`src/rtl/assert_macros.svh`:
```
// Assertion helpers for the allocator back engine.
// Both expect i_clk and i_rst_n in the scope of use.
`ifndef ASSERT_MACROS_SVH
`define ASSERT_MACROS_SVH

// Check a condition at every clock edge outside reset.
`define BFA_ASSERT(lbl, expr, msg) \
    lbl: assert property (@(posedge i_clk) disable iff (!i_rst_n) (expr)) else $error(msg);

// Check that a condition in one cycle implies another in the next.
`define BFA_ASSERT_NEXT(lbl, ante, cons, msg) \
    lbl: assert property (@(posedge i_clk) disable iff (!i_rst_n) (ante) |=> (cons)) \
        else $error(msg);

`endif

```
`src/rtl/bfa_pkg.sv`:
```
package bfa_pkg;

    localparam int N_FRAMES    = 65536;
    localparam int FRAME_SHIFT = 12;
    localparam int WORD_BITS   = 32;

    localparam int WORD_COUNT = (N_FRAMES + WORD_BITS - 1) / WORD_BITS;
    localparam int WIDX_W     = $clog2(WORD_COUNT);
    localparam int BIT_W      = $clog2(WORD_BITS);
    localparam int FRAME_W    = $clog2(N_FRAMES);
    localparam int CNT_W      = FRAME_W + 1;

    localparam logic [63:0] LOW_MEM_LIMIT    = 64'h0000_0000_0010_0000;
    localparam logic [31:0] KERNEL_BASE      = 32'h0010_0000;
    localparam logic [31:0] KERNEL_END_RESET = 32'h0010_0000;

    localparam logic [2:0] CMD_REGION  = 3'd0;
    localparam logic [2:0] CMD_RESERVE = 3'd1;
    localparam logic [2:0] CMD_ONE     = 3'd2;
    localparam logic [2:0] CMD_RUN     = 3'd3;
    localparam logic [2:0] CMD_FREE    = 3'd4;

    typedef enum logic [2:0] {
        ST_OK    = 3'd0,
        ST_OOM   = 3'd1,
        ST_BAD   = 3'd2,
        ST_NORUN = 3'd3,
        ST_IGN   = 3'd4
    } t_status;

    typedef enum logic [2:0] {
        OP_IGN  = 3'd0,
        OP_CLR  = 3'd1,
        OP_SET  = 3'd2,
        OP_ONE  = 3'd3,
        OP_RUN  = 3'd4,
        OP_FREE = 3'd5
    } t_op;

    // One classified command on its way to the bitmap engine
    typedef struct packed {
        t_op              op;
        t_status          status;
        logic [CNT_W-1:0] lo;
        logic [CNT_W-1:0] hi;
        logic [CNT_W-1:0] n;
    } t_job;

    localparam int Q_DEPTH = 2;
    localparam int Q_PTR_W = $clog2(Q_DEPTH);

    // Index of the lowest set bit; an all-zero argument gives zero
    function automatic logic [BIT_W:0] ctz(input logic [WORD_BITS:0] v);
        logic [BIT_W:0] r;
        r = '0;
        for (int i = WORD_BITS; i >= 0; i--) begin
            if (v[i]) r = (BIT_W+1)'(i);
        end
        return r;
    endfunction

    function automatic logic [BIT_W:0] popcnt(input logic [WORD_BITS-1:0] v);
        logic [BIT_W:0] r;
        r = '0;
        for (int i = 0; i < WORD_BITS; i++) begin
            r = r + (BIT_W+1)'(v[i]);
        end
        return r;
    endfunction

endpackage

```
`src/rtl/bfa_queue.sv`:
```
module bfa_queue import bfa_pkg::*; (
    input  logic i_clk,
    input  logic i_rst_n,
    input  logic i_push,
    input  t_job i_job,
    output logic o_full,
    input  logic i_pop,
    output logic o_empty,
    output t_job o_job
);

    t_job             r_mem [Q_DEPTH];
    logic [Q_PTR_W-1:0] r_wp, r_rp;
    logic [Q_PTR_W:0]   r_cnt;

    assign o_full  = (r_cnt == (Q_PTR_W+1)'(Q_DEPTH));
    assign o_empty = (r_cnt == '0);
    assign o_job   = r_mem[r_rp];

    // Advance pointers and count
    always_ff @(posedge i_clk) begin
        if (!i_rst_n) begin
            r_wp  <= '0;
            r_rp  <= '0;
            r_cnt <= '0;
        end else begin
            if (i_push) r_wp <= r_wp + 1'b1;
            if (i_pop)  r_rp <= r_rp + 1'b1;
            r_cnt <= r_cnt + (Q_PTR_W+1)'(i_push) - (Q_PTR_W+1)'(i_pop);
        end
    end

    // Store the word
    always_ff @(posedge i_clk) begin
        if (i_push) r_mem[r_wp] <= i_job;
    end

endmodule

```
`config.mk`:
```
export PLATFORM = sky130hd
export DESIGN_NAME = bfa_queue
export DESIGN_NICKNAME = d
export VERILOG_FILES = /design/src/rtl/assert_macros.svh /design/src/rtl/bfa_pkg.sv /design/src/rtl/bfa_queue.sv
export SDC_FILE = /design/constraint.sdc
export NUM_CORES = 1
export LEC_CHECK = 0
export BUFFER_PORTS_ARGS = -buffer_cell sky130_fd_sc_hd__buf_2
export CAP_MARGIN = 20
export CORE_MARGIN = 10
export CORE_UTILIZATION = 48
export CTS_BUF_LIST = sky130_fd_sc_hd__clkbuf_8 sky130_fd_sc_hd__clkbuf_16
export DETAILED_ROUTE_END_ITERATION = 8
export PLACE_DENSITY_LB_ADDON = 0.12
export SLEW_MARGIN = 20
export SYNTH_ARGS = -nofsm -noshare
export SYNTH_HDL_FRONTEND = slang
export SYNTH_SLANG_ARGS = --single-unit
export TNS_END_PERCENT = 50
```
`constraint.sdc`:
```
create_clock -name i_clk -period 8.3 [get_ports i_clk]
set_clock_uncertainty 0.2 [all_clocks]
set_input_delay 1.66 -clock i_clk [delete_from_list [all_inputs] [get_ports i_clk]]
set_output_delay 1.66 -clock i_clk [all_outputs]
set_load 0.02 [all_outputs]
```
# Word-level counts from Yosys, hierarchy flattened
# Memories as Yosys holds them, arrays and structs flattened. A register that Yosys moved wholly into a read port is not among the register bits.
# Index checks and enable logic that the tools add are counted.
[classes]
n_addsub = 4
n_eq_ne = 1
n_mux = 4
n_reduce_logical = 1
[ops]
columns = ["cell", "n"]
rows = [
  ["$mux 1", 4],
  ["$add 1x1->1 const B", 2],
  ["$add 2x1->2", 1],
  ["$eq 2x2->1 const B", 1],
  ["$logic_not 2->1", 1],
  ["$sub 2x1->2", 1],
]
[word_totals]
reg_bits = 4
ramBits = 114
in_bits = 61
output_inout_bits = 59
word_cells = 14
memories = 1
[mem_list]
columns = ["name", "depth", "word_bits", "read_ports", "rd_ports_with_merged_regs", "write_ports", "line_no", "text"]
rows = [
  ["r_mem", 2, 57, 1, 1, 1, "bfa_queue.sv:12", "t_job r_mem [Q_DEPTH];"],
]

# Depth between registers and ports, before layout
# Gate-level depths: netlist of run 1.
[logic_depth]
word_depth = 3
ltp_mapped = 6
depth_no_buf = 6

# Worst setup path after synthesis of run 1
# No wires, ideal clock.
[synth_timing]
path_type = "input to register"
from = "input i_push"
to = "memory r_mem[0][0] (netlist name), enable pin"
setup_ps = 480
arrival_time_ps = 4206
required_ps = 7620
setup_slack_ps = 3414
stages = 1
path_buffers = 0
cell_sequence = "nor2b_1"
[synth_via]
elab_chain_len = 2
[synth_lines]
columns = ["element", "line_no", "text"]
rows = [
  ["start, declared", "bfa_queue.sv:4", "input logic i_push,"],
  ["$mux 1", "bfa_queue.sv:35", "if (i_push) r_mem[r_wp] <= i_job;"],
  ["$mux 1 (not written as such)", "bfa_queue.sv:35", ""],
  ["end, declared", "bfa_queue.sv:12", ""],
]
# No other way between the ends.

==> results.ini, run 1 <==
[synthesis]
synth_edf_count=114
ys.flop_type=edfxtp_1
yosysWarnings=0
yosysSeqAreaShare_pct=79.0
avgSynthCellArea_um2=22.5
syn-instance-count=198
yosys.area.top_type=edfxtp_1
synthTopCellsByArea=edfxtp_1 (77%), mux2_4 (10%), mux2_2 (6.8%)
synth_top_area_share_pct=76.8
synth_most_common_cell=edfxtp_1
synthArstFlopShare_pct=0
ys_ff_latch=119
yosysUniqueCellTypes=14
syn_area_um2=4460
syn_nets=261
ys_top_cells_by_count=edfxtp_1 (114), mux2_4 (30), mux2_2 (27)

[timing]
holdWs_ps=372
min_period_over_period_pct=47.7
period_needed_ps=3950
worst_slack_ps=4350
worstMarginPinSlew_ps=958
rsz0062_at_grt=false
finalHoldViolations=0
slew_headroom_pct=36.2
drv_slew=0
fmax_mhz=253
fin_setup_tns_ps=0
setup_viol=0

[power_and_ir_drop]
powerDensity_nw_per_um2=263
p_leak_nw=2.24
ir_drop_v=0.000170
p_total_mw=1.49

[worst_hold_path]
min-delay-path-class=reg2reg

[critical_path]
path_class=reg2out
worst-path-buf-inv=1
crit_path_max_fanout=57
crit_family=flip-flops
endpoint_kind=output port
cp.arrival_ps=2090
start_kind=register
crit_slowest_cell=dfxtp_4
crit_required_ps=6440
cpPeakStageDelay_ps=970
cp_cell_sequence=mux2_2, buf_2

[floorplanning]
die_area_um2=13500
boundaryPins=120
die_h_um=116
fp-row-count=35
fp.coreArea_um2=9150
initial_core_util_pct=48.7
die_x_um=116

[clock_tree]
htreeDepth=4
hold_buffers=0
cts_num_sinks=119
clk_pin_slew_ps=50
numCtsBuffers=17
cts.path.max_buffers=2
insertion_delay_ps=500
cts_resized=0
root_buffer=clkbuf_8
tritoncts=built
postCtsSetupRepairBufs=0

[cells_and_area]
regArea_um2=3530
stdcell_area_um2=5670
fin_cells=455
antenna_cells=0
fillers=671
drive_gt1_share_pct=59.9
area_delta_synth_final_pct=27.3
fin_util_pct=62.0
multi_input_area_um2=881
num-nets-final=395

[placement]
dp.cells=424
dpl_cell_area_um2=5160
gp_congestion=0.678
dp.final_hpwl_um=5660
place_ws_ps=4750
port_buffers=119

[global_route]
grt_pass1_vias=2481
grt_pass1_wl_um=12400
antenna_found_initial=0
grt_max_degree=58
gr-total-overflow=0
grt_use_total_pct=12.4

[route]
wirelength_um=8280
first_pass_iters=4
vias=2209
drt_iter0_markers=86
drc=0
ant_nets=0
viasPerCell=4.85
wl_per_cell_um=18.2

[status]
outcome=complete, no violations

[flow_run]
drv_cap=0

-- cell families after synthesis --
group | count (synthesis) | synth area share (%)
fa+ha+maj | 2 | 0.561
flops | 119 | 79.0
simple gates | 9 | 1.21
compound gates | 1 | 0.168
buf+inv | 8 | 1.40
xor+xnor | 2 | 0.702
mux | 57 | 16.9
-- cells in the final DEF (no fill, tap or decap) --
| cell | netlist | final |
|---|---|---|
| clkbuf_16 | 0 | 16 |
| and2_2 | 0 | 1 |
| xnor3_1 | 1 | 1 |
| bufinv_16 | 0 | 1 |
| dfxtp_4 | 0 | 1 |
| clkinv_2 | 0 | 4 |
| edfxtp_1 | 114 | 114 |
| clkinv_1 | 0 | 4 |
| inv_1 | 2 | 4 |
| dfxtp_1 | 5 | 4 |
| buf_2 | 2 | 119 |
| mux2_2 | 27 | 27 |
| clkbuf_8 | 0 | 1 |
| nor2b_4 | 0 | 1 |
| ha_1 | 2 | 2 |
| nor2_1 | 1 | 1 |
| o21a_1 | 1 | 1 |
| nor2b_1 | 4 | 3 |
| mux2_4 | 30 | 30 |
| and2_1 | 4 | 3 |
| xor2_1 | 1 | 1 |
| buf_4 | 0 | 2 |
| clkinvlp_4 | 0 | 3 |
-- registers in the layout, indices dropped and copies added (netlist names), named ones only --
signal,cells
r_mem,114
r_cnt,2
r_rp,1
r_wp,1
-- metal layers --
metal | part of all wire [%] | wire [um] | GRT usage [%] | up-vias
met2 | 50 | 4120 | 19.9 | 79
met1 | 41 | 3400 | 13.8 | 1078
met5 | 0 | 0 | 0 | -
li1 | - | - | - | 1048
met4 | 0.64 | 53 | 4.25 | 0
met3 | 8.6 | 708 | 6.88 | 4
-- worst register-to-register path: cells and delay by family (launching register included) --
kind                   cells  cell delay (ps)
DFF                        1              370
and+or+nand+nor            1              610
buffers and inverters      1              510
-- where the power goes --
part	switching, mW	total [mW]	internal, mW	leakage, nW
clock	0.229	0.613	0.384	0.251
sequential	0.0219	0.717	0.695	1.11
combinational	0.0862	0.164	0.0780	0.876
total	0.337	1.49	1.16	2.24
-- worst paths after layout --
path | slack (ps) | endpoint | cells after the start | start
setup reg to reg | 6240 | r_mem[1][11]$_DFFE_PP_ | 2 | r_wp$_SDFFE_PN0P_
setup / recovery | 4350 | o_job[54] | 2 | register
hold / removal | 370 | register | 2 | r_rp$_SDFFE_PN0P_
hold reg to reg | 370 | register | 2 | r_rp$_SDFFE_PN0P_
-- cell type report --
class	count	area share [%]
repair buffers	121	10.8
clock buffers	17	7.30
clock inverters	14	1.68
flip-flops and latches	119	62.2
well taps	111	2.45
inverters	2	0.132
multi-input cells	71	15.5
No activity file was read; power rests on OpenSTA's default activity.
==> inputs of run 2 (changes only) <==
--- a/config.mk
+++ b/config.mk
@@ -8,7 +8,7 @@
 export BUFFER_PORTS_ARGS = -buffer_cell sky130_fd_sc_hd__buf_2
 export CAP_MARGIN = 20
 export CORE_MARGIN = 10
-export CORE_UTILIZATION = 48
+export CORE_UTILIZATION = 47
 export CTS_BUF_LIST = sky130_fd_sc_hd__clkbuf_8 sky130_fd_sc_hd__clkbuf_16
 export DETAILED_ROUTE_END_ITERATION = 8
 export PLACE_DENSITY_LB_ADDON = 0.12
==> constraint.sdc (replaced) <==
create_clock -name i_clk -period 3.6 [get_ports i_clk]
set_clock_uncertainty 0.2 [all_clocks]
set_input_delay 0.72 -clock i_clk [delete_from_list [all_inputs] [get_ports i_clk]]
set_output_delay 0.72 -clock i_clk [all_outputs]
set_load 0.02 [all_outputs]
==> results.ini, run 2 (synthesis results as in run 1) <==
[timing]
fin_setup_tns_ps=0  ; unchanged
setup_viol=0  ; unchanged
slew_headroom_pct=59.8  ; +24 points
rsz0062_at_grt=false
finalHoldViolations=0  ; unchanged
period_needed_ps=2920
worstMarginPinSlew_ps=603  ; -355 ps
min_period_over_period_pct=81.0
drv_slew=0  ; unchanged
fmax_mhz=343
holdWs_ps=203  ; -168 ps

[route]
vias=2223  ; +0.63%
wirelength_um=8390  ; +1.3%
drt_iter0_markers=98  ; +14%
viasPerCell=4.67  ; -3.8%
ant_nets=0  ; unchanged
wl_per_cell_um=17.6  ; -3.2%
drc=0  ; unchanged
first_pass_iters=4  ; unchanged

[cells_and_area]
fillers=686  ; +2.2%
area_delta_synth_final_pct=30.2
layout_commonest_cell=buf_2
layout_common_cells=buf_2 (119), edfxtp_1 (114), mux2_4 (30)
num-nets-final=397  ; +0.51%
drive_gt1_share_pct=61.1  ; +1.2 points
stdcell_area_um2=5810  ; +2.3%
reg_top3=r_mem: 114 flops, r_cnt: 2 flops
max_flop_register=r_mem
antenna_cells=0  ; unchanged
largest_register_ffs=114  ; unchanged

[critical_path]
cpPeakStageDelay_ps=610  ; -360 ps
endpoint_kind=output port
crit_required_ps=2680  ; -3760 ps
cp_cell_sequence=buf_12, mux2_2, buf_2
worst-path-buf-inv=2  ; +1
path_class=reg2out
crit_path_max_fanout=34  ; -40%
r2r_start=r_wp$_SDFFE_PN0P_
cp.arrival_ps=2000  ; -90 ps
path_depth=3  ; +1
crit_family=flip-flops
start_kind=register
ff2ff_path_depth=2  ; unchanged
crit_slowest_cell=dfxtp_4

[floorplanning]
initial_core_util_pct=48.2  ; -0.46 points
fp.coreArea_um2=9240  ; +0.96%
die_h_um=117  ; +0.88%
die_x_um=117  ; +0.88%
die_area_um2=13800  ; +1.8%
fp-row-count=35  ; unchanged
boundaryPins=120  ; unchanged

[clock_tree]
tritoncts=built
hold_buffers=0  ; unchanged
htreeDepth=4  ; unchanged
postCtsSetupRepairBufs=0  ; unchanged
root_buffer=clkbuf_8
numCtsBuffers=17  ; unchanged
cts_resized=0  ; unchanged
cts.path.max_buffers=2  ; unchanged
cts_num_sinks=119  ; unchanged
insertion_delay_ps=500  ; about the same
clk_pin_slew_ps=60  ; about the same

[global_route]
grt_pass1_wl_um=13300  ; +7.6%
grt_max_degree=36  ; -38%
gr-total-overflow=0  ; unchanged
grt_pass1_vias=2570  ; +3.6%
grt_use_total_pct=12.3  ; -0.10 points
antenna_found_initial=0  ; unchanged

[worst_hold_path]
hold_path_depth=1  ; -1
min-delay-path-class=in2reg
hold_start=i_job[24]

[placement]
dp.final_hpwl_um=5640  ; -0.28%
gp_congestion=0.670  ; -1.3%
dpl_cell_area_um2=5230  ; +1.2%
port_buffers=119  ; unchanged

[status]
outcome=complete, no violations

[power_and_ir_drop]
p_int_mw=2.83  ; +140%
power_frac_clock_pct=44.3  ; +3.3 points
comb_power_share_pct=10.9  ; about the same
ir_drop_v=0.000429  ; +150%
p_leak_nw=2.28  ; +2.0%
p_sw_share_pct=22.5  ; -0.030 points
powerDensity_nw_per_um2=629  ; +140%
power.share.sequential_pct=44.8  ; -3.2 points
switching_power_uw=822  ; +140%

[flow_run]
drv_cap=0  ; unchanged

run 2: changes by cell type in the layout (fill, tap and decap cells not counted):
cell        previous run  this run
buf_12                 0         2
bufinv_16              1         3
clkinv_1               4         1
clkinv_2               4         3
clkinv_4               0         2
clkinvlp_4             3         4
run 2: final cells by class:
type | count | area (um^2) | share of cell area (%)
flip-flops and latches | 119 | 3530 | 60.8
multi-input cells | 71 | 881 | 15.2
repair buffers | 123 | 651 | 11.2
clock buffers | 17 | 414 | 7.13
clock inverters | 15 | 164 | 2.82
well taps | 129 | 161 | 2.78
inverters | 2 | 7.51 | 0.129
run 2: worst paths after layout:
path                       endpoint  slack [ps]
max                       o_job[11]         680
min          r_mem[1][24]$_DFFE_PP_         200
max reg2reg  r_mem[1][18]$_DFFE_PP_        1820
min reg2reg                register         370
run 2: power by group through the flow:
| stage | sequential (mW) | combinational [mW] | clock [mW] |
|---|---|---|---|
| floorplan | 1.65 | 0.279 | 0 |
| global placement | 1.66 | 0.404 | 0 |
| detailed placement | 1.66 | 0.407 | 0 |
| CTS | 1.64 | 0.408 | 1.65 |
| global route | 1.64 | 0.430 | 1.71 |
| finish | 1.63 | 0.399 | 1.62 |
run 2: through the flow:
stage                     utilization (%)  cells  setup WS (ps)  total power, mW
after CTS                            62.8    476            648             3.70
after global placement               56.6    444           1190             2.07
final                                62.8    476            685             3.65
after global routing                 62.8    476            604             3.79
after floorplan                         -    198            732             1.93
after detailed placement             56.6    444           1190             2.07
run 2: metal layers:
| layer | vias to the layer above | GRT usage [%] | share of wire, % |
|---|---|---|---|
| li1 | 1052 | - | - |
| met1 | 1079 | 13.7 | 42 |
| met2 | 83 | 19.8 | 50 |
| met3 | 9 | 6.24 | 7.4 |
| met4 | 0 | 4.69 | 1.2 |
| met5 | - | 0 | 0 |
==> inputs of run 3 (changes only) <==
--- a/config.mk
+++ b/config.mk
@@ -5,6 +5,7 @@
 export SDC_FILE = /design/constraint.sdc
 export NUM_CORES = 1
 export LEC_CHECK = 0
+export ABC_AREA = 1
 export BUFFER_PORTS_ARGS = -buffer_cell sky130_fd_sc_hd__buf_2
 export CAP_MARGIN = 20
 export CORE_MARGIN = 10
==> constraint.sdc (replaced) <==
create_clock -name i_clk -period 2.4 [get_ports i_clk]
set_clock_uncertainty 0.2 [all_clocks]
set_input_delay 0.48 -clock i_clk [delete_from_list [all_inputs] [get_ports i_clk]]
set_output_delay 0.48 -clock i_clk [all_outputs]
set_load 0.02 [all_outputs]
==> results.ini, run 3 <==
[synthesis]
yosysWarnings=0  ; unchanged
syn_nets=273  ; +4.6%
syn_area_um2=4460  ; unchanged
yosysUniqueCellTypes=12  ; -2
syn-instance-count=210  ; +6.1%
synth_top_area_share_pct=76.8  ; unchanged
ys_top_cells_by_count=edfxtp_1 (114), mux2_4 (30), mux2_2 (27)
synthArstFlopShare_pct=0  ; unchanged
synth_most_common_cell=edfxtp_1
synthTopCellsByArea=edfxtp_1 (77%), mux2_4 (10%), mux2_2 (6.8%)
yosysSeqAreaShare_pct=79.0  ; unchanged
synth_edf_count=114  ; unchanged
ys_ff_latch=119  ; unchanged
avgSynthCellArea_um2=21.2  ; -5.7%
ys.flop_type=edfxtp_1
yosys.area.top_type=edfxtp_1

[critical_path]
crit_path_max_fanout=31  ; -8.8%
start_kind=register
crit_slowest_cell=dfxtp_4
cp.arrival_ps=1650  ; -350 ps
cp_cell_sequence=buf_12, mux2_2, buf_2
crit_required_ps=1720  ; -960 ps
crit_family=buffers and inverters
worst-path-buf-inv=2  ; unchanged
path_class=reg2out
cpPeakStageDelay_ps=370  ; -240 ps
endpoint_kind=output port

[floorplanning]
initial_core_util_pct=48.2  ; unchanged
die_x_um=117  ; unchanged
boundaryPins=120  ; unchanged
die_h_um=117  ; unchanged
fp.coreArea_um2=9240  ; unchanged
die_area_um2=13800  ; unchanged
fp-row-count=35  ; unchanged

[route]
first_pass_iters=5  ; +1
viasPerCell=4.53  ; -3.1%
drc=0  ; unchanged
drt_iter0_markers=79  ; -19%
wirelength_um=8970  ; +6.9%
wl_per_cell_um=16.4  ; -6.8%
vias=2471  ; +11%
ant_nets=0  ; unchanged

[cells_and_area]
max_flop_register=r_mem
area_delta_synth_final_pct=43.8
fin_util_pct=69.4  ; +6.6 points
antenna_cells=0  ; unchanged
largest_register_ffs=114  ; unchanged
layout_common_cells=buf_2 (119), edfxtp_1 (114), dlygate4sd3_1 (57)
reg_top3=r_mem: 114 flops, r_cnt: 2 flops
stdcell_area_um2=6410  ; +10%
num-nets-final=468  ; +18%
layout_commonest_cell=buf_2
drive_gt1_share_pct=51.6  ; -9.5 points

[global_route]
antenna_found_initial=0  ; unchanged
grt_pass1_wl_um=14600  ; +9.9%
gr-total-overflow=0  ; unchanged
grt_max_degree=35  ; -2.8%
grt_use_total_pct=13.3  ; +1.0 points
grt_pass1_vias=2910  ; +13%

[worst_hold_path]
min-delay-path-class=in2reg

[clock_tree]
cts_num_sinks=119  ; unchanged
tritoncts=built
htreeDepth=4  ; unchanged
numCtsBuffers=17  ; unchanged
postCtsSetupRepairBufs=0  ; unchanged
hold_buffers=57  ; +57
cts_resized=0  ; unchanged
insertion_delay_ps=500  ; about the same
clk_pin_slew_ps=50  ; about the same
cts.path.max_buffers=2  ; unchanged
root_buffer=clkbuf_8

[timing]
min_period_over_period_pct=97.1
rsz0062_at_grt=false
drv_slew=0  ; unchanged
finalHoldViolations=0  ; unchanged
fmax_mhz=429
period_needed_ps=2330
slew_headroom_pct=68.9  ; +9.1 points
worstMarginPinSlew_ps=467  ; -136 ps
fin_setup_tns_ps=0  ; unchanged
setup_viol=0  ; unchanged

[placement]
dpl_cell_area_um2=5240  ; +0.26%
port_buffers=119  ; unchanged
gp_congestion=0.662  ; -1.1%
dp.final_hpwl_um=5820  ; +3.2%

[power_and_ir_drop]
powerDensity_nw_per_um2=868  ; +38%
p_leak_nw=2.57  ; +13%
ir_drop_v=0.000489  ; +14%

[status]
outcome=complete, no violations

[flow_run]
drv_cap=0  ; unchanged

## run 3: cell types whose count changed in the layout (fill, tap and decap cells not counted), sizes merged, moves of 2 or more
cell,change
inv,+4
buf,+2
nand2,+8
clkinvlp,-2
dlygate4sd3,+57
nor2,+8
nor2b,-4
and2,-4
## run 3: layout make-up
type	count	area, um^2
sequential	119	3530
fill	612	2830
timing repair buffer	182	1240
multi-input combinational	78	861
clock buffer	17	414
clock inverter	14	185
tap	129	161
inverter	7	26.3
## run 3: logic make-up (layout without fill, tap and decap cells)
family / Yosys count / count (layout) / synth area share, %
compound gates: 1 / 1 / 0.112
mux: 57 / 57 / 16.9
fa+ha+maj: 2 / 2 / 0.561
buf+inv: 13 / 220 / 1.82
simple gates: 18 / 18 / 1.54
flops: 119 / 119 / 79.0
## run 3: report_power, final
part	total, mW	switching (mW)	internal (mW)
Combinational	0.622	0.327	0.295
Sequential	2.44	0.0308	2.40
Clock	2.51	0.842	1.67
Total	5.57	1.20	4.37
## run 3: worst paths after layout
kind	end	slack [ps]	cells after the start	from
setup / recovery	o_job[53]	70	3	register
hold / removal	r_cnt[0]$_SDFF_PN0_	30	3	i_rst_n
hold reg to reg	r_rp$_SDFFE_PN0P_	300	2	r_rp$_SDFFE_PN0P_
setup reg to reg	r_cnt[1]$_SDFF_PN0_	920	8	r_cnt[0]$_SDFF_PN0_
## run 3: worst reg2reg max path, stage by stage (launching register included)
cell	delay, ps
dfxtp_1	340
inv_1	50
ha_1	270
inv_1	40
ha_1	180
inv_1	50
nand2_1	60
a21oi_1	120
nor2_1	60
## run 3: through the flow
| step | cells | hold WS (ps) | worst slack [ps] | power (mW) |
|---|---|---|---|---|
| floorplan | 210 | 263 | 129 | 2.83 |
| global placement | 458 | 277 | 594 | 3.02 |
| detailed placement | 458 | 289 | 582 | 3.03 |
| CTS | 546 | 8.26 | 42.7 | 5.63 |
| global route | 546 | 41.5 | 0.872 | 5.76 |
| finish | 546 | 30.1 | 68.7 | 5.57 |
## run 3: per-layer routing
layer  share of wire [%]  global-route usage, %
met5                   0                      0
met3                 6.5                   6.00
met1                  41                   14.3
met2                  51                   22.4
met4                 1.4                   5.40
