**config.mk**
```make
export PLATFORM = sky130hd
export DESIGN_NAME = bfa_front
export DESIGN_NICKNAME = d
export VERILOG_FILES = /design/src/rtl/assert_macros.svh /design/src/rtl/bfa_pkg.sv /design/src/rtl/bfa_front.sv
export SDC_FILE = /design/constraint.sdc
export NUM_CORES = 1
export LEC_CHECK = 0
export BUFFER_PORTS_ARGS = -buffer_cell sky130_fd_sc_hd__clkbuf_2
export CORE_MARGIN = 5
export CORE_UTILIZATION = 46
export DETAILED_ROUTE_END_ITERATION = 10
export GPL_ROUTABILITY_DRIVEN = 0
export GPL_TIMING_DRIVEN = 1
export PLACE_DENSITY_LB_ADDON = 0.05
export SLEW_MARGIN = 20
export SYNTH_ARGS = -nofsm -noshare
export SYNTH_HDL_FRONTEND = slang
export SYNTH_SLANG_ARGS = --single-unit
```
**constraint.sdc**
```tcl
create_clock -name i_clk -period 13.15 [get_ports i_clk]
set_input_delay 1.315 -clock i_clk [delete_from_list [all_inputs] [get_ports i_clk]]
set_output_delay 1.315 -clock i_clk [all_outputs]
set_load 0.005 [all_outputs]
```
**src/rtl/assert_macros.svh**
```systemverilog
// Assertion helpers for the allocator back engine.
// Both expect i_clk and i_rst_n in the scope of use.
`ifndef ASSERT_MACROS_SVH
`define ASSERT_MACROS_SVH

// Check a condition at every clock edge outside reset.
`define BFA_ASSERT(lbl, expr, msg) \
    lbl: assert property (@(posedge i_clk) disable iff (!i_rst_n) (expr)) else $error(msg);

// Check that a condition in one cycle implies another in the next.
`define BFA_ASSERT_NEXT(lbl, ante, cons, msg) \
    lbl: assert property (@(posedge i_clk) disable iff (!i_rst_n) (ante) |=> (cons)) \
        else $error(msg);

`endif

```
**src/rtl/bfa_pkg.sv**
```systemverilog
package bfa_pkg;

    localparam int N_FRAMES    = 65536;
    localparam int FRAME_SHIFT = 12;
    localparam int WORD_BITS   = 32;

    localparam int WORD_COUNT = (N_FRAMES + WORD_BITS - 1) / WORD_BITS;
    localparam int WIDX_W     = $clog2(WORD_COUNT);
    localparam int BIT_W      = $clog2(WORD_BITS);
    localparam int FRAME_W    = $clog2(N_FRAMES);
    localparam int CNT_W      = FRAME_W + 1;

    localparam logic [63:0] LOW_MEM_LIMIT    = 64'h0000_0000_0010_0000;
    localparam logic [31:0] KERNEL_BASE      = 32'h0010_0000;
    localparam logic [31:0] KERNEL_END_RESET = 32'h0010_0000;

    localparam logic [2:0] CMD_REGION  = 3'd0;
    localparam logic [2:0] CMD_RESERVE = 3'd1;
    localparam logic [2:0] CMD_ONE     = 3'd2;
    localparam logic [2:0] CMD_RUN     = 3'd3;
    localparam logic [2:0] CMD_FREE    = 3'd4;

    typedef enum logic [2:0] {
        ST_OK    = 3'd0,
        ST_OOM   = 3'd1,
        ST_BAD   = 3'd2,
        ST_NORUN = 3'd3,
        ST_IGN   = 3'd4
    } t_status;

    typedef enum logic [2:0] {
        OP_IGN  = 3'd0,
        OP_CLR  = 3'd1,
        OP_SET  = 3'd2,
        OP_ONE  = 3'd3,
        OP_RUN  = 3'd4,
        OP_FREE = 3'd5
    } t_op;

    // One classified command on its way to the bitmap engine
    typedef struct packed {
        t_op              op;
        t_status          status;
        logic [CNT_W-1:0] lo;
        logic [CNT_W-1:0] hi;
        logic [CNT_W-1:0] n;
    } t_job;

    localparam int Q_DEPTH = 2;
    localparam int Q_PTR_W = $clog2(Q_DEPTH);

    // Index of the lowest set bit; an all-zero argument gives zero
    function automatic logic [BIT_W:0] ctz(input logic [WORD_BITS:0] v);
        logic [BIT_W:0] r;
        r = '0;
        for (int i = WORD_BITS; i >= 0; i--) begin
            if (v[i]) r = (BIT_W+1)'(i);
        end
        return r;
    endfunction

    function automatic logic [BIT_W:0] popcnt(input logic [WORD_BITS-1:0] v);
        logic [BIT_W:0] r;
        r = '0;
        for (int i = 0; i < WORD_BITS; i++) begin
            r = r + (BIT_W+1)'(v[i]);
        end
        return r;
    endfunction

endpackage

```
**src/rtl/bfa_front.sv**
```systemverilog
module bfa_front import bfa_pkg::*; (
    input  logic        i_clk,
    input  logic        i_rst_n,
    input  logic        i_valid,
    output logic        o_stall,
    input  logic [2:0]  i_cmd,
    input  logic [63:0] i_region_base,
    input  logic [63:0] i_region_length,
    input  logic        i_region_available,
    input  logic [16:0] i_run_length,
    input  logic [31:0] i_free_address,
    input  logic        i_cfg_we,
    input  logic [31:0] i_cfg_data,
    input  logic        i_clearing,
    input  logic        i_q_full,
    output logic        o_push,
    output t_job        o_job
);

    localparam int FR_W = 64 - FRAME_SHIFT + 1;
    localparam int KC_W = 33 - FRAME_SHIFT;

    logic        r_a_valid;
    logic [2:0]  r_cmd;
    logic [63:0] r_base, r_len;
    logic        r_avail;
    logic [16:0] r_n;
    logic [31:0] r_faddr;
    logic [31:0] r_kernel_end;

    logic            accept;
    logic [64:0]     end65;
    logic            low, ign;
    logic [63:0]     eb;
    logic [FR_W-1:0] sf_full, ef_full;
    logic [CNT_W-1:0] sf, ef;
    logic [32:0]     ke_sum;
    logic [KC_W-1:0] ke_ceil;
    logic [CNT_W-1:0] k_last;
    logic [31-FRAME_SHIFT:0] ff;

    assign o_stall = i_clearing || (r_a_valid && i_q_full);
    assign accept  = i_valid && !o_stall;
    assign o_push  = r_a_valid && !i_q_full;

    // Hold the accepted word and the kernel end register
    always_ff @(posedge i_clk) begin
        if (!i_rst_n) begin
            r_a_valid    <= 1'b0;
            r_kernel_end <= KERNEL_END_RESET;
        end else begin
            if (accept)      r_a_valid <= 1'b1;
            else if (o_push) r_a_valid <= 1'b0;
            if (i_cfg_we)    r_kernel_end <= i_cfg_data;
        end
    end

    always_ff @(posedge i_clk) begin
        if (accept) begin
            r_cmd   <= i_cmd;
            r_base  <= i_region_base;
            r_len   <= i_region_length;
            r_avail <= i_region_available;
            r_n     <= i_run_length;
            r_faddr <= i_free_address;
        end
    end

    // Region range: the end never moves when the low part is cut off
    always_comb begin
        end65   = {1'b0, r_base} + {1'b0, r_len};
        low     = r_base < LOW_MEM_LIMIT;
        ign     = !r_avail || (low && end65 <= {1'b0, LOW_MEM_LIMIT});
        eb      = low ? LOW_MEM_LIMIT : r_base;
        sf_full = FR_W'(eb[63:FRAME_SHIFT]) + FR_W'(|eb[FRAME_SHIFT-1:0]);
        ef_full = end65[64:FRAME_SHIFT];
        sf = (sf_full >= FR_W'(N_FRAMES)) ? CNT_W'(N_FRAMES) : sf_full[CNT_W-1:0];
        ef = (ef_full >= FR_W'(N_FRAMES)) ? CNT_W'(N_FRAMES) : ef_full[CNT_W-1:0];
        ke_sum  = {1'b0, r_kernel_end} + 33'((1 << FRAME_SHIFT) - 1);
        ke_ceil = ke_sum[32:FRAME_SHIFT];
        k_last  = (ke_ceil >= KC_W'(N_FRAMES - 1)) ? CNT_W'(N_FRAMES - 1)
                                                   : ke_ceil[CNT_W-1:0];
        ff      = r_faddr[31:FRAME_SHIFT];
    end

    // Classify the word into a job
    always_comb begin
        o_job.op     = OP_IGN;
        o_job.status = ST_IGN;
        o_job.lo     = '0;
        o_job.hi     = '0;
        o_job.n      = r_n;
        case (r_cmd)
            CMD_REGION: begin
                if (!ign) begin
                    o_job.op     = OP_CLR;
                    o_job.status = ST_OK;
                    o_job.lo     = sf;
                    o_job.hi     = ef;
                end
            end
            CMD_RESERVE: begin
                o_job.op     = OP_SET;
                o_job.status = ST_OK;
                o_job.lo     = CNT_W'(KERNEL_BASE >> FRAME_SHIFT);
                o_job.hi     = k_last + 1'b1;
            end
            CMD_ONE: begin
                o_job.op     = OP_ONE;
                o_job.status = ST_OK;
            end
            CMD_RUN: begin
                if (r_n == '0) begin
                    o_job.status = ST_NORUN;
                end else begin
                    o_job.op     = OP_RUN;
                    o_job.status = ST_OK;
                end
            end
            CMD_FREE: begin
                if (33'(ff) < 33'(N_FRAMES)) begin
                    o_job.op     = OP_FREE;
                    o_job.status = ST_OK;
                    o_job.lo     = CNT_W'(ff);
                end
            end
            default: ;
        endcase
    end

endmodule

```
# Yosys cells after proc, flatten, opt, wreduce, memory -nomap -nowiden
# Cells that the tools add are included.
# Widths: inputs -> output; s select.
[totals] output_inout_bits=59 wordCells=48 regBits=214
[op_classes] n_eq_ne=4 n_mux=13 n_lt_le_gt_ge=6 n_addsub=4 n_reduce_logical=13
[ops] op="$ge 53x17->1 const B" count=2
[ops] op="$add 64x64->65" count=1
[ops] op="$le 65x21->1 const B" count=1
[ops] op="$lt 64x21->1 const B" count=1
[ops] op="$mux 64" count=1
[ops] op="$add 52x1->53" count=1
[ops] op="$mux 17" count=3
[ops] op="$pmux 17 s3" count=1
[ops] op="$mux 38" count=1
[ops] op="$pmux 17 s2" count=1
[ops] op="$add 32x12->33 const B" count=1
[ops] op="$pmux 6 s5" count=1
[ops] op="$mux 23" count=1
[ops] op="$ge 21x16->1 const B" count=1
[ops] op="$lt 20x17->1 const B" count=1
[ops] op="$add 17x1->17 const B" count=1
[ops] op="$logic_not 17->1" count=1
[ops] op="$reduce_or 12->1" count=1
[ops] op="$eq 3x2->1 const B" count=2
[ops] op="$logic_and 1x1->1" count=4
[ops] op="$eq 3x1->1 const B" count=1
[ops] op="$eq 3x3->1 const B" count=1
[ops] op="$logic_not 1->1" count=3
[ops] op="$logic_not 3->1" count=1
[ops] op="5 further kinds" count=7

# Logic depth before layout (Yosys ltp)
# Gate-level depths: netlist of the first run.
[logic_depth] ltp_word=8 mapped_depth=20 depth_no_buf=16

# Worst setup path before layout of the first run
# OpenSTA, ideal clock, no wires.
[synth_path] path_type="input to register" from="input i_q_full" to="register r_avail, enable pin" setup_slack_ns=7.209 stages=2 setup_ns=0.551 t_arrival_ns=5.390 path_cell_list="a21oi_1 -> and2_1"
[synth_between] elab_chain_cells=4
[synth_lines] element="start, declared" line_no="bfa_front.sv:15" text="input logic i_q_full,"
[synth_lines] element="$logic_and 1x1->1" line_no="bfa_front.sv:42" text="assign o_stall = i_clearing || (r_a_valid && i_q_full);"
[synth_lines] element="$logic_or 1x1->1" line_no="bfa_front.sv:42"
[synth_lines] element="$logic_not 1->1" line_no="bfa_front.sv:43" text="assign accept = i_valid && !o_stall;"
[synth_lines] element="$logic_and 1x1->1" line_no="bfa_front.sv:43"
[synth_lines] element="named net accept" line_no="bfa_front.sv:31" text="logic accept;"
[synth_lines] element="end signal, assigned" line_no="bfa_front.sv:63" text="r_avail <= i_region_available;"
[synth_lines] element="end, declared" line_no="bfa_front.sv:26" text="logic r_avail;"
# The timed path passes the listed nets, and every way through them passes these cells.
# A chain may end at the register's enable or synchronous reset.

==> results of run 1 <==
[sequential cells by signal, indices dropped and copies added, names as in the netlist]
register / cells
r_a_valid: 1
r_n: 17
r_kernel_end: 32
r_base: 64
r_len: 64
r_avail: 1
r_faddr: 20
r_cmd: 3
[per-stage QoR]
| stage | hold slack (ns) | total power [mW] | util, % | cell area (sq um) | worst slack, ns |
|---|---|---|---|---|---|
| CTS | 0.5147 | 1.692 | 53.99 | 15960 | 5.715 |
| finish | 0.5083 | 1.677 | 54.01 | 15960 | 5.524 |
| floorplan | 0.4733 | 0.9606 | - | 13720 | 7.209 |
| global route | 0.5376 | 1.758 | 54.01 | 15960 | 5.121 |
| detailed placement | 0.5022 | 1.064 | 51.54 | 15240 | 6.311 |
| global placement | 0.4920 | 1.061 | 51.54 | 15240 | 6.370 |
[worst max-delay path: stages, from the launching register on]
cell and delay [ns]:
sky130_fd_sc_hd__edfxtp_1 0.59, sky130_fd_sc_hd__nor4_1 0.17, sky130_fd_sc_hd__nand4_1 0.13, sky130_fd_sc_hd__nor3_1 0.06, sky130_fd_sc_hd__buf_4 0.20, sky130_fd_sc_hd__a31oi_1 0.45, sky130_fd_sc_hd__ha_1 0.36, sky130_fd_sc_hd__ha_1 0.50
sky130_fd_sc_hd__nand4_1 0.32, sky130_fd_sc_hd__nor3_1 0.76, sky130_fd_sc_hd__nand4b_1 0.18, sky130_fd_sc_hd__o21a_1 0.14, sky130_fd_sc_hd__o21ai_0 0.33, sky130_fd_sc_hd__nand4_1 0.29, sky130_fd_sc_hd__nor4_4 0.81, sky130_fd_sc_hd__a32o_1 0.33
sky130_fd_sc_hd__clkbuf_2 0.14
[how the worst max path moves through the flow]
stage | start | end | slack, ns
after floorplan | i_q_full | r_avail | 7.21
after global placement | r_base[20] | o_job[53] | 6.37
after detailed placement | r_base[20] | o_job[41] | 6.31
after CTS | r_base[20] | o_job[41] | 5.71
after global routing | r_base[20] | o_job[41] | 5.12
final | r_base[53] | o_job[41] | 5.52
[area by class of cell]
type / count / area [sq um] / share of cell area [%]
Clock inverter: 15 / 138.9 / 0.8700
Inverter: 31 / 116.4 / 0.7289
Tap cell: 390 / 488.0 / 3.057
Clock buffer: 25 / 583.1 / 3.652
Sequential cell: 202 / 5736 / 35.93
Timing Repair Buffer: 269 / 1356 / 8.496
Multi-Input combinational cell: 1153 / 7546 / 47.27
[power by group through the flow]
stage	Combinational (mW)	Sequential (mW)	Clock, mW
after CTS	0.296	0.757	0.639
after floorplan	0.200	0.761	0
after global routing	0.331	0.761	0.667
after global placement	0.291	0.770	0
final	0.300	0.758	0.619
after detailed placement	0.294	0.770	0
[kinds of logic (layout without fill, tap and decap cells)]
kind of cell / Yosys count / in the layout
AND/OR/NAND/NOR: 592 / 592
AO/OA/AOI/OAI: 369 / 369
flip-flops: 202 / 202
buffers and inverters: 109 / 340
XOR/XNOR: 74 / 74
adder cells (fa/ha/maj): 68 / 68
multiplexers: 50 / 50
[per-layer routing]
layer  up-vias  wire, um
met5         -        55
met4        10      1253
met3       108      4335
met2       566     19430
met1      5964     18740
li1       6052         -
[cell usage in the layout (no fill, tap or decap), drive strengths merged, types with 7 or more instances in the layout]
cell type    n
o211ai      13
and4         7
nor3        41
clkbuf     290
o21a        18
inv         33
nand2b      11
o21ai       74
o31ai       11
and2         9
or3         12
clkinv      11
o21bai      10
mux2i       47
a21oi      112
nor4        40
a211oi      14
edfxtp     169
a21o        10
nand4       67
o32ai       12
xnor2       46
or4          9
a32o        15
xor2        28
and3        19
ha          67
nor2b       43
nand2      155
nand3       52
o22ai        8
a31oi       17
nor2       106
dfxtp       33
==> impl_metrics.prom, run 1 <==
# TYPE chip_impl_metric gauge
chip_impl_info{name="rr_endpoint",value="r_base[60]"} 1
chip_impl_metric{name="postSynthCellCount",unit=""} 1464
chip_impl_metric{name="tritoncts.num_buffers",unit=""} 23
chip_impl_metric{name="die_area",unit="sq mm"} 0.03338
chip_impl_metric{name="die_y",unit="um"} 182.7
chip_impl_info{name="synth_commonest_cells",value="169 x sky130_fd_sc_hd__edfxtp_1, 155 x sky130_fd_sc_hd__nand2_1, 112 x sky130_fd_sc_hd__a21oi_1"} 1
chip_impl_metric{name="leakage",unit="nW"} 6.000
chip_impl_metric{name="drt_first_iter_violations",unit=""} 1129
chip_impl_metric{name="ant_nets",unit=""} 0
chip_impl_metric{name="netSwitchingFraction",unit="%"} 28.11
chip_impl_metric{name="comb_power_share",unit="%"} 17.9
chip_impl_metric{name="cells_resized_by_post_cts_repair",unit=""} 0
chip_impl_metric{name="cp_max_fo",unit=""} 16
chip_impl_info{name="timing.hold.worst_endpoint",value="r_kernel_end[5]"} 1
chip_impl_metric{name="num_antenna_cells",unit=""} 0
chip_impl_metric{name="timing.max_slew.rel_slack",unit="%"} 29.97
chip_impl_metric{name="instances_no_fill",unit=""} 2085
chip_impl_metric{name="share_clk_of_total_power",unit="%"} 36.9
chip_impl_metric{name="portBuffers",unit=""} 265
chip_impl_info{name="worst_hold_path_type",value="reg -> reg"} 1
chip_impl_metric{name="syn_avg_cell_area",unit="sq um"} 9.370
chip_impl_metric{name="cellPowerDensity",unit="mW/mm^2"} 105.1
chip_impl_metric{name="final_skew",unit="ns"} 0.01957
chip_impl_metric{name="use_met3",unit="%"} 8.212
chip_impl_metric{name="synth_async_sr_flop_share",unit="%"} 0
chip_impl_metric{name="vias_per_cell",unit=""} 6.091
chip_impl_metric{name="maxCapViolations",unit=""} 0
chip_impl_info{name="synth_ff_type",value="sky130_fd_sc_hd__edfxtp_1"} 1
chip_impl_metric{name="yosysWarnings",unit=""} 0
chip_impl_metric{name="synth_fp_nets",unit=""} 1751
chip_impl_info{name="reg2reg_from",value="r_a_valid"} 1
chip_impl_info{name="cts_tree",value="done"} 1
chip_impl_metric{name="yosysTopAreaCellShare",unit="%"} 36.99
chip_impl_info{name="biggest_area_contributors_in_the_synthesized_netlist",value="sky130_fd_sc_hd__edfxtp_1 37%, sky130_fd_sc_hd__ha_1 6.1%, sky130_fd_sc_hd__dfxtp_1 4.8%"} 1
chip_impl_metric{name="drt-pass1-iter-count",unit=""} 8
chip_impl_metric{name="finalMaxSlewViolations",unit=""} 0
chip_impl_info{name="holdCritStartpoint",value="r_kernel_end[5]"} 1
chip_impl_metric{name="floorplan.initialDensity",unit="%"} 46.41
chip_impl_info{name="grt.busiest_layer",value="met2"} 1
chip_impl_metric{name="antenna_found_initial",unit=""} 5
chip_impl_metric{name="rrSetupSlack",unit="ns"} 10.94
chip_impl_metric{name="final_period_minus_worst_setup_slack",unit="ns"} 7.626
chip_impl_metric{name="finalSetupTns",unit="ns"} 0
chip_impl_metric{name="synthAdderAreaFrac",unit="%"} 6.257
chip_impl_metric{name="place_hpwl",unit="um"} 34960
chip_impl_info{name="end_kind",value="output pin"} 1
chip_impl_metric{name="post_route_cells_drive_above_1_share",unit="%"} 19.71
chip_impl_metric{name="synth.ff_latch_count",unit=""} 202
chip_impl_metric{name="report.final.hold_viol_count",unit=""} 0
chip_impl_metric{name="core-area",unit="sq mm"} 0.02956
chip_impl_metric{name="syn-cell-area",unit="sq mm"} 0.01372
chip_impl_info{name="outcome",value="finished, final reports clean"} 1
chip_impl_metric{name="synth.lib_cells_used.distinct",unit=""} 84
chip_impl_metric{name="detail_route.wirelength",unit="um"} 43820
chip_impl_metric{name="num-nets-final",unit=""} 1967
chip_impl_metric{name="grt_start_max_net_pins",unit=""} 68
chip_impl_info{name="startpoint_type",value="flip-flop"} 1
chip_impl_metric{name="p_int",unit="mW"} 1.206
chip_impl_metric{name="groute.layer.met1.usage",unit="%"} 34.63
chip_impl_metric{name="drcViolationCount",unit=""} 0
chip_impl_metric{name="post-place-cells",unit=""} 2045
chip_impl_metric{name="cts-htree-levels",unit=""} 1
chip_impl_info{name="master_cell_of_the_clock_root_buffer",value="sky130_fd_sc_hd__clkbuf_16"} 1
chip_impl_metric{name="cts_hold_buf",unit=""} 0
chip_impl_metric{name="vias_in_the_first_global_route",unit=""} 12370
chip_impl_info{name="grt_setup_unrepaired",value="false"} 1
chip_impl_metric{name="arrival_time_worst_endpoint",unit="ns"} 6.31
chip_impl_metric{name="worstPathRequired",unit="ns"} 11.84
chip_impl_metric{name="post-cts-setup-buffers",unit=""} 0
chip_impl_metric{name="wl_per_cell",unit="um"} 21.01
chip_impl_metric{name="flow.area_growth_from_synthesis",unit="%"} 16.37
chip_impl_metric{name="synth_mux_area_share",unit="%"} 3.676
chip_impl_metric{name="net-switching-power",unit="uW"} 471.5
chip_impl_metric{name="path_depth_of_the_worst_reg2reg_path",unit=""} 3
chip_impl_metric{name="synthXorXnorAreaFrac",unit="%"} 4.725
chip_impl_metric{name="vdd_drop_max",unit="mV"} 0.1081
chip_impl_metric{name="source_to_sink_clock_delay_at_the_later_pin_of_the_worst_skew_pair",unit="ns"} 0.55
chip_impl_metric{name="fillerInstances",unit=""} 2712
chip_impl_metric{name="total_vias_in_the_final_route",unit=""} 12700
chip_impl_metric{name="synth-edff-count",unit=""} 169
chip_impl_metric{name="grt_pass1_wl",unit="um"} 67720
chip_impl_metric{name="clock_path_buffers",unit=""} 3
chip_impl_metric{name="top_level_ports",unit=""} 278
chip_impl_metric{name="synth-compound-area-share",unit="%"} 17.80
chip_impl_info{name="synth_top_family_by_area",value="simple AND/OR/NAND/NOR gates"} 1
chip_impl_metric{name="tritoncts_num_sinks",unit=""} 202
chip_impl_metric{name="grt.overflow.total",unit=""} 0
chip_impl_info{name="synth_top_area_cell",value="sky130_fd_sc_hd__edfxtp_1"} 1
chip_impl_metric{name="portion_of_total_power_attributed_to_sequential_cells",unit="%"} 45.2
chip_impl_metric{name="worst-slew-pin-transition",unit="ns"} 1.050
chip_impl_metric{name="final_setup_vio_count",unit=""} 0
chip_impl_metric{name="seq_area_frac_synth",unit="%"} 41.81
chip_impl_metric{name="final.period_utilization",unit="%"} 58.00
chip_impl_info{name="start_to_end_type_of_the_worst_setup_path",value="reg -> out"} 1
chip_impl_metric{name="floorplan.die.width",unit="um"} 182.7
chip_impl_metric{name="yosys.area_share.simple",unit="%"} 22.45
chip_impl_info{name="synth_most_common_cell",value="sky130_fd_sc_hd__edfxtp_1"} 1
chip_impl_metric{name="timing.hold.worst_path_depth",unit=""} 2
chip_impl_metric{name="grtUsageTotal",unit="%"} 25.41
chip_impl_metric{name="max_clock_freq",unit="MHz"} 131.1
chip_impl_metric{name="grtUsageMet2",unit="%"} 39.25
chip_impl_metric{name="fp-row-count",unit=""} 63
chip_impl_metric{name="clk_pin_slew",unit="ns"} 0.06
Power figures use the tool's default switching activity.
==> run 2: changes to the inputs <==
==> constraint.sdc (replaced) <==
create_clock -name i_clk -period 6.46 [get_ports i_clk]
set_input_delay 0.646 -clock i_clk [delete_from_list [all_inputs] [get_ports i_clk]]
set_output_delay 0.646 -clock i_clk [all_outputs]
set_load 0.005 [all_outputs]
==> impl_metrics.prom, run 2 (synthesis results as in run 1) <==
# TYPE chip_impl_metric gauge
chip_impl_metric{name="multi_input_comb_area",unit="sq mm"} 0.007599
chip_impl_metric{name="max_clock_freq",unit="MHz"} 158.9
chip_impl_metric{name="drcViolationCount",unit=""} 0
chip_impl_metric{name="cp_max_fo",unit=""} 11
chip_impl_metric{name="floorplan.die.width",unit="um"} 182.7
chip_impl_metric{name="final_skew",unit="ns"} 0.01050
chip_impl_metric{name="clk_pin_slew",unit="ns"} 0.06
chip_impl_metric{name="final.period_utilization",unit="%"} 97.43
chip_impl_metric{name="finalMaxSlewViolations",unit=""} 0
chip_impl_metric{name="portion_of_total_power_attributed_to_sequential_cells",unit="%"} 44.1
chip_impl_metric{name="vdd_drop_max",unit="mV"} 0.2443
chip_impl_metric{name="cts-htree-levels",unit=""} 1
chip_impl_info{name="outcome",value="finished, final reports clean"} 1
chip_impl_metric{name="num-nets-final",unit=""} 1980
chip_impl_metric{name="finalSetupTns",unit="ns"} 0
chip_impl_metric{name="vias_in_the_first_global_route",unit=""} 12080
chip_impl_metric{name="drt_first_iter_violations",unit=""} 1261
chip_impl_metric{name="grt_pass1_wl",unit="um"} 66340
chip_impl_metric{name="net-switching-power",unit="uW"} 979.8
chip_impl_metric{name="place_hpwl",unit="um"} 34940
chip_impl_metric{name="maxCapViolations",unit=""} 0
chip_impl_metric{name="post_route_cells_drive_above_1_share",unit="%"} 21.23
chip_impl_metric{name="total_vias_in_the_final_route",unit=""} 12730
chip_impl_metric{name="comb_power_share",unit="%"} 17.7
chip_impl_metric{name="source_to_sink_clock_delay_at_the_later_pin_of_the_worst_skew_pair",unit="ns"} 0.55
chip_impl_info{name="end_kind",value="output pin"} 1
chip_impl_metric{name="netSwitchingFraction",unit="%"} 28.03
chip_impl_metric{name="timing.max_slew.rel_slack",unit="%"} 29.45
chip_impl_info{name="worst_hold_path_type",value="in -> reg"} 1
chip_impl_metric{name="die_area",unit="sq mm"} 0.03338
chip_impl_metric{name="flow.area_growth_from_synthesis",unit="%"} 17.91
chip_impl_metric{name="clock_path_buffers",unit=""} 3
chip_impl_metric{name="die_y",unit="um"} 182.7
chip_impl_info{name="cts_tree",value="done"} 1
chip_impl_metric{name="pre_cts_slack",unit="ns"} 0.5512
chip_impl_metric{name="report.final.hold_viol_count",unit=""} 0
chip_impl_metric{name="p_int",unit="mW"} 2.516
chip_impl_info{name="startpoint_type",value="flip-flop"} 1
chip_impl_metric{name="antenna_found_initial",unit=""} 5
chip_impl_metric{name="core-area",unit="sq mm"} 0.02956
chip_impl_metric{name="arrival_time_worst_endpoint",unit="ns"} 5.65
chip_impl_metric{name="tritoncts_num_sinks",unit=""} 202
chip_impl_metric{name="ant_nets",unit=""} 0
chip_impl_metric{name="num_antenna_cells",unit=""} 0
chip_impl_metric{name="fillerInstances",unit=""} 2790
chip_impl_info{name="reg.largest.list",value="r_base: 64 flops, r_len: 64 flops, r_kernel_end: 32 flops"} 1
chip_impl_info{name="mostFrequentLayoutCells",value="269 x sky130_fd_sc_hd__clkbuf_2, 169 x sky130_fd_sc_hd__edfxtp_1, 155 x sky130_fd_sc_hd__nand2_1"} 1
chip_impl_metric{name="grtUsageTotal",unit="%"} 24.93
chip_impl_info{name="grt_setup_unrepaired",value="false"} 1
chip_impl_metric{name="drt-pass1-iter-count",unit=""} 5
chip_impl_metric{name="top_level_ports",unit=""} 278
chip_impl_metric{name="worstPathRequired",unit="ns"} 5.81
chip_impl_metric{name="grt_start_max_net_pins",unit=""} 68
chip_impl_metric{name="share_clk_of_total_power",unit="%"} 38.2
chip_impl_info{name="mostFrequentLayoutCell",value="sky130_fd_sc_hd__clkbuf_2"} 1
chip_impl_metric{name="cellPowerDensity",unit="mW/mm^2"} 216.1
chip_impl_metric{name="register_area",unit="sq mm"} 0.005736
chip_impl_metric{name="portBuffers",unit=""} 265
chip_impl_info{name="master_cell_of_the_clock_root_buffer",value="sky130_fd_sc_hd__clkbuf_16"} 1
chip_impl_metric{name="postLayoutSetupSlackWorst",unit="ns"} 0.1662
chip_impl_metric{name="final_period_minus_worst_setup_slack",unit="ns"} 6.294
chip_impl_metric{name="grt.overflow.total",unit=""} 0
chip_impl_metric{name="worst-slew-pin-transition",unit="ns"} 1.058
chip_impl_metric{name="wl_per_cell",unit="um"} 20.89
chip_impl_metric{name="fp-row-count",unit=""} 63
chip_impl_metric{name="leakage",unit="nW"} 6.095
chip_impl_info{name="start_to_end_type_of_the_worst_setup_path",value="reg -> out"} 1
chip_impl_metric{name="tritoncts.num_buffers",unit=""} 23
chip_impl_metric{name="detail_route.wirelength",unit="um"} 43870
chip_impl_metric{name="final_setup_vio_count",unit=""} 0
chip_impl_metric{name="vias_per_cell",unit=""} 6.061
chip_impl_metric{name="floorplan.initialDensity",unit="%"} 46.41
-- run 2: cell count changes in the layout (fill, tap and decap cells not counted), moves of 3 or more --
cell                       previous run  this run
sky130_fd_sc_hd__nor4_1              34        30
sky130_fd_sc_hd__nor4_2               5         8
sky130_fd_sc_hd__clkbuf_1             2         5
sky130_fd_sc_hd__clkbuf_2           265       269
sky130_fd_sc_hd__clkinv_1             7         0
sky130_fd_sc_hd__buf_4                4        16
-- run 2: area by class of cell --
cell class                      count  share of cell area, %
Clock inverter                      8                 0.7271
Timing Repair Buffer              282                  9.066
Tap cell                          390                  3.017
Multi-Input combinational cell   1153                  46.98
Sequential cell                   202                  35.46
Inverter                           31                 0.7194
Clock buffer                       34                  4.038
-- run 2: power by group through the flow --
| stage | Clock, mW | Sequential [mW] | Combinational, mW |
|---|---|---|---|
| 4_1_cts | 1.38 | 1.54 | 0.605 |
| 3_5_place_dp | 0 | 1.57 | 0.601 |
| 5_1_grt | 1.43 | 1.55 | 0.679 |
| 3_3_place_gp | 0 | 1.57 | 0.598 |
| 2_1_floorplan | 0 | 1.55 | 0.406 |
| 6_report | 1.34 | 1.54 | 0.619 |
-- run 2: worst max-delay path, stage by stage (launching register included) --
cell and delay [ns]:
sky130_fd_sc_hd__edfxtp_1 0.55, sky130_fd_sc_hd__ha_1 0.52, sky130_fd_sc_hd__nand2_1 0.16, sky130_fd_sc_hd__or3_1 0.47, sky130_fd_sc_hd__a2111oi_2 0.48, sky130_fd_sc_hd__o21ai_0 0.14
sky130_fd_sc_hd__and3_1 0.31, sky130_fd_sc_hd__o41ai_1 0.51, sky130_fd_sc_hd__a21oi_1 0.15, sky130_fd_sc_hd__xnor2_1 0.18, sky130_fd_sc_hd__nor4_4 0.47, sky130_fd_sc_hd__nand3_2 0.27
sky130_fd_sc_hd__buf_4 0.27, sky130_fd_sc_hd__o32ai_1 0.41, sky130_fd_sc_hd__clkbuf_2 0.19
-- run 2: per-stage QoR --
step                      cell area, sq um  utilization, %  std cells  hold slack (ns)  total power [mW]
after CTS                            16080           54.40       2096           0.2398             3.522
after detailed placement             15300           51.77       2054           0.4982             2.167
after global routing                 16180           54.72       2100           0.2402             3.654
after floorplan                      13720               -       1464           0.4733             1.955
after global placement               15300           51.77       2054           0.4915             2.164
final                                16180           54.72       2100           0.2681             3.496
-- run 2: path summary, 6_finish.rpt --
check / startpoint / endpoint / slack (ns) / depth (start not counted)
max: r_base[15] / o_job[32] / 0.17 / 14
min: i_region_length[55] / r_len[55] / 0.27 / 1
max reg2reg: r_a_valid / r_len[59] / 4.13 / 3
min reg2reg: r_kernel_end[9] / r_kernel_end[9] / 0.51 / 2
-- run 2: timing repair --
action	CTS	global route
pin swaps	0	1
hold buffers	0	0
buffers inserted	0	4
setup endpoints to repair	6	30
resized for setup	1	11
-- run 2: layer usage --
| layer | vias to the layer above | share of wire (%) | GRT usage (%) |
|---|---|---|---|
| li1 | 6069 | - | - |
| met1 | 6004 | 43 | 34.41 |
| met2 | 563 | 44 | 38.20 |
| met3 | 82 | 10 | 7.873 |
| met4 | 10 | 2.5 | 6.364 |
| met5 | - | 0.15 | 0 |
==> run 3: changes to the inputs <==
--- a/config.mk
+++ b/config.mk
@@ -12,6 +12,7 @@
 export GPL_ROUTABILITY_DRIVEN = 0
 export GPL_TIMING_DRIVEN = 1
 export PLACE_DENSITY_LB_ADDON = 0.05
+export RECOVER_POWER = 100
 export SLEW_MARGIN = 20
 export SYNTH_ARGS = -nofsm -noshare
 export SYNTH_HDL_FRONTEND = slang
==> impl_metrics.prom, run 3 (synthesis results as in run 1) <==
# TYPE chip_impl_metric gauge
chip_impl_info{name="mostFrequentLayoutCells",value="231 x sky130_fd_sc_hd__clkbuf_2, 169 x sky130_fd_sc_hd__edfxtp_1, 155 x sky130_fd_sc_hd__nand2_1"} 1
chip_impl_info{name="cts_tree",value="done"} 1
chip_impl_metric{name="vias_in_the_first_global_route",unit=""} 12080
chip_impl_metric{name="p_int",unit="mW"} 2.517
chip_impl_metric{name="stdcell_area",unit="sq mm"} 0.01610
chip_impl_info{name="mostFrequentLayoutCell",value="sky130_fd_sc_hd__clkbuf_2"} 1
chip_impl_info{name="timing.critical_path.slowest_stage_cell",value="sky130_fd_sc_hd__edfxtp_1"} 1
chip_impl_metric{name="vdd_drop_max",unit="mV"} 0.2442
chip_impl_metric{name="share_clk_of_total_power",unit="%"} 38.3
chip_impl_metric{name="leakage",unit="nW"} 5.952
chip_impl_metric{name="grtUsageTotal",unit="%"} 24.93
chip_impl_metric{name="final.period_utilization",unit="%"} 97.31
chip_impl_metric{name="cp_max_fo",unit=""} 11
chip_impl_metric{name="floorplan.die.width",unit="um"} 182.7
chip_impl_info{name="startpoint_type",value="flip-flop"} 1
chip_impl_metric{name="vias_per_cell",unit=""} 6.052
chip_impl_metric{name="final_core_utilization",unit="%"} 54.48
chip_impl_metric{name="core-area",unit="sq mm"} 0.02956
chip_impl_metric{name="die_area",unit="sq mm"} 0.03338
chip_impl_info{name="start_to_end_type_of_the_worst_setup_path",value="reg -> out"} 1
chip_impl_metric{name="worst_path_largest_cell_delay",unit="ns"} 0.56
chip_impl_metric{name="final_skew",unit="ns"} 0.009990
chip_impl_metric{name="wl_per_cell",unit="um"} 20.81
chip_impl_metric{name="ant_nets",unit=""} 0
chip_impl_metric{name="portion_of_total_power_attributed_to_sequential_cells",unit="%"} 44.1
chip_impl_metric{name="fp-row-count",unit=""} 63
chip_impl_metric{name="worstPathRequired",unit="ns"} 5.81
chip_impl_info{name="crit_path_cell_trace",value="ha_1 -> nand2_1 -> or3_1 -> a2111oi_2 -> o21ai_0 -> and3_1 -> o41ai_1 -> a21oi_1 -> xnor2_1 -> nor4_4 -> nand3_2 -> buf_4 -> o32ai_1 -> clkbuf_2"} 1
chip_impl_info{name="failed_checks",value="design-rule violations, max-capacitance violations, max-slew violations"} 1
chip_impl_metric{name="finalPower",unit="mW"} 3.499
chip_impl_metric{name="tritoncts.num_buffers",unit=""} 23
chip_impl_metric{name="antenna_found_initial",unit=""} 5
chip_impl_metric{name="floorplan.initialDensity",unit="%"} 46.41
chip_impl_metric{name="num-nets-final",unit=""} 1980
chip_impl_metric{name="drt-pass1-iter-count",unit=""} 8
chip_impl_metric{name="report.final.hold_viol_count",unit=""} 0
chip_impl_metric{name="post_route_cells_drive_above_1_share",unit="%"} 18.77
chip_impl_metric{name="net-switching-power",unit="uW"} 982.3
chip_impl_metric{name="source_to_sink_clock_delay_at_the_later_pin_of_the_worst_skew_pair",unit="ns"} 0.55
chip_impl_metric{name="place_hpwl",unit="um"} 34940
chip_impl_metric{name="netSwitchingFraction",unit="%"} 28.07
chip_impl_metric{name="grt_pass1_wl",unit="um"} 66340
chip_impl_metric{name="worst-slew-pin-transition",unit="ns"} 3.967
chip_impl_metric{name="final_period_minus_worst_setup_slack",unit="ns"} 6.286
chip_impl_metric{name="clk_pin_slew",unit="ns"} 0.06
chip_impl_metric{name="flow.area_growth_from_synthesis",unit="%"} 17.39
chip_impl_info{name="end_kind",value="output pin"} 1
chip_impl_metric{name="cellPowerDensity",unit="mW/mm^2"} 217.3
chip_impl_metric{name="drt_first_iter_violations",unit=""} 1257
chip_impl_metric{name="maxCapViolations",unit=""} 3
chip_impl_metric{name="final_setup_vio_count",unit=""} 0
chip_impl_metric{name="cts-htree-levels",unit=""} 1
chip_impl_metric{name="finalSetupTns",unit="ns"} 0
chip_impl_metric{name="detail_route.wirelength",unit="um"} 43700
chip_impl_info{name="outcome",value="finished with violations"} 1
chip_impl_metric{name="top_level_ports",unit=""} 278
chip_impl_metric{name="fin_worst_hold_slack",unit="ns"} 0.2691
chip_impl_metric{name="num_antenna_cells",unit=""} 0
chip_impl_metric{name="clock_path_buffers",unit=""} 3
chip_impl_metric{name="grt_start_max_net_pins",unit=""} 68
chip_impl_metric{name="total_vias_in_the_final_route",unit=""} 12710
chip_impl_metric{name="timing.max_slew.rel_slack",unit="%"} -164.6
chip_impl_info{name="holdCritStartpoint",value="i_region_length[55]"} 1
chip_impl_info{name="master_cell_of_the_clock_root_buffer",value="sky130_fd_sc_hd__clkbuf_16"} 1
chip_impl_metric{name="max_clock_freq",unit="MHz"} 159.1
chip_impl_metric{name="cts_hold_buf",unit=""} 0
chip_impl_info{name="grt_setup_unrepaired",value="false"} 1
chip_impl_metric{name="portBuffers",unit=""} 265
chip_impl_metric{name="comb_power_share",unit="%"} 17.6
chip_impl_info{name="reg2reg_from",value="r_a_valid"} 1
chip_impl_info{name="worst_hold_path_type",value="in -> reg"} 1
chip_impl_metric{name="dpl-instance-area",unit="sq mm"} 0.01530
chip_impl_metric{name="die_y",unit="um"} 182.7
chip_impl_metric{name="arrival_time_worst_endpoint",unit="ns"} 5.64
chip_impl_metric{name="finalMaxSlewViolations",unit=""} 120
chip_impl_metric{name="grt.overflow.total",unit=""} 0
chip_impl_metric{name="tritoncts_num_sinks",unit=""} 202
chip_impl_info{name="reg.largest.list",value="r_base: 64 flops, r_len: 64 flops, r_kernel_end: 32 flops"} 1
chip_impl_info{name="crit_start",value="r_base[15]"} 1
chip_impl_metric{name="drcViolationCount",unit=""} 1
-- run 3: what timing repair did --
item | CTS | global route
pin swaps | 0 | 1
buffers inserted | 0 | 4
endpoints found under the setup margin | 6 | 30
gates resized for setup | 1 | 11
-- run 3: cell type report --
cell class                      count  area (sq um)
Sequential cell                   202          5736
Inverter                           31         116.4
Clock inverter                      8         117.6
Tap cell                          390         488.0
Clock buffer                       34         653.1
Timing Repair Buffer              282          1411
Multi-Input combinational cell   1153          7582
Fill cell                        2813         13460
-- run 3: stage by stage --
step	instances	worst slack (ns)
floorplan	1464	1.188
global placement	2054	0.6245
detailed placement	2054	0.5512
CTS	2096	0.07454
global route	2100	0.03043
finish	2100	0.1739
-- run 3: routing by layer --
layer | track usage [%] | share of wire (%) | routed length, um | vias to the layer above
li1 | - | - | - | 6066
met5 | 0 | 0.15 | 64 | -
met3 | 7.873 | 9.9 | 4322 | 75
met2 | 38.20 | 44 | 19400 | 563
met1 | 34.41 | 43 | 18880 | 5995
met4 | 6.364 | 2.4 | 1034 | 10
-- run 3: critical path: cells and delay by family (launching register included) --
| kind | cells | cell delay, ns |
|---|---|---|
| AOI/OAI and AO/OA | 5 | 1.70 |
| xor gates and xnor gates | 1 | 0.18 |
| adders and majority gates | 1 | 0.52 |
| buffers and inverters | 2 | 0.46 |
| DFF | 1 | 0.56 |
| and+or+nand+nor | 5 | 1.67 |
-- run 3: worst paths after layout --
check / end / slack [ns] / cells past startpoint
max: o_job[32] / 0.17 / 14
min: r_len[55] / 0.27 / 1
max reg2reg: r_len[59] / 1.30 / 3
min reg2reg: r_kernel_end[9] / 0.51 / 2
-- run 3: power groups by stage --
stage                     Combinational, mW  Sequential [mW]  Clock [mW]
final                                 0.617             1.54        1.34
after CTS                             0.605             1.54        1.38
after detailed placement              0.601             1.57           0
after floorplan                       0.406             1.55           0
after global placement                0.598             1.57           0
after global routing                  0.677             1.55        1.43
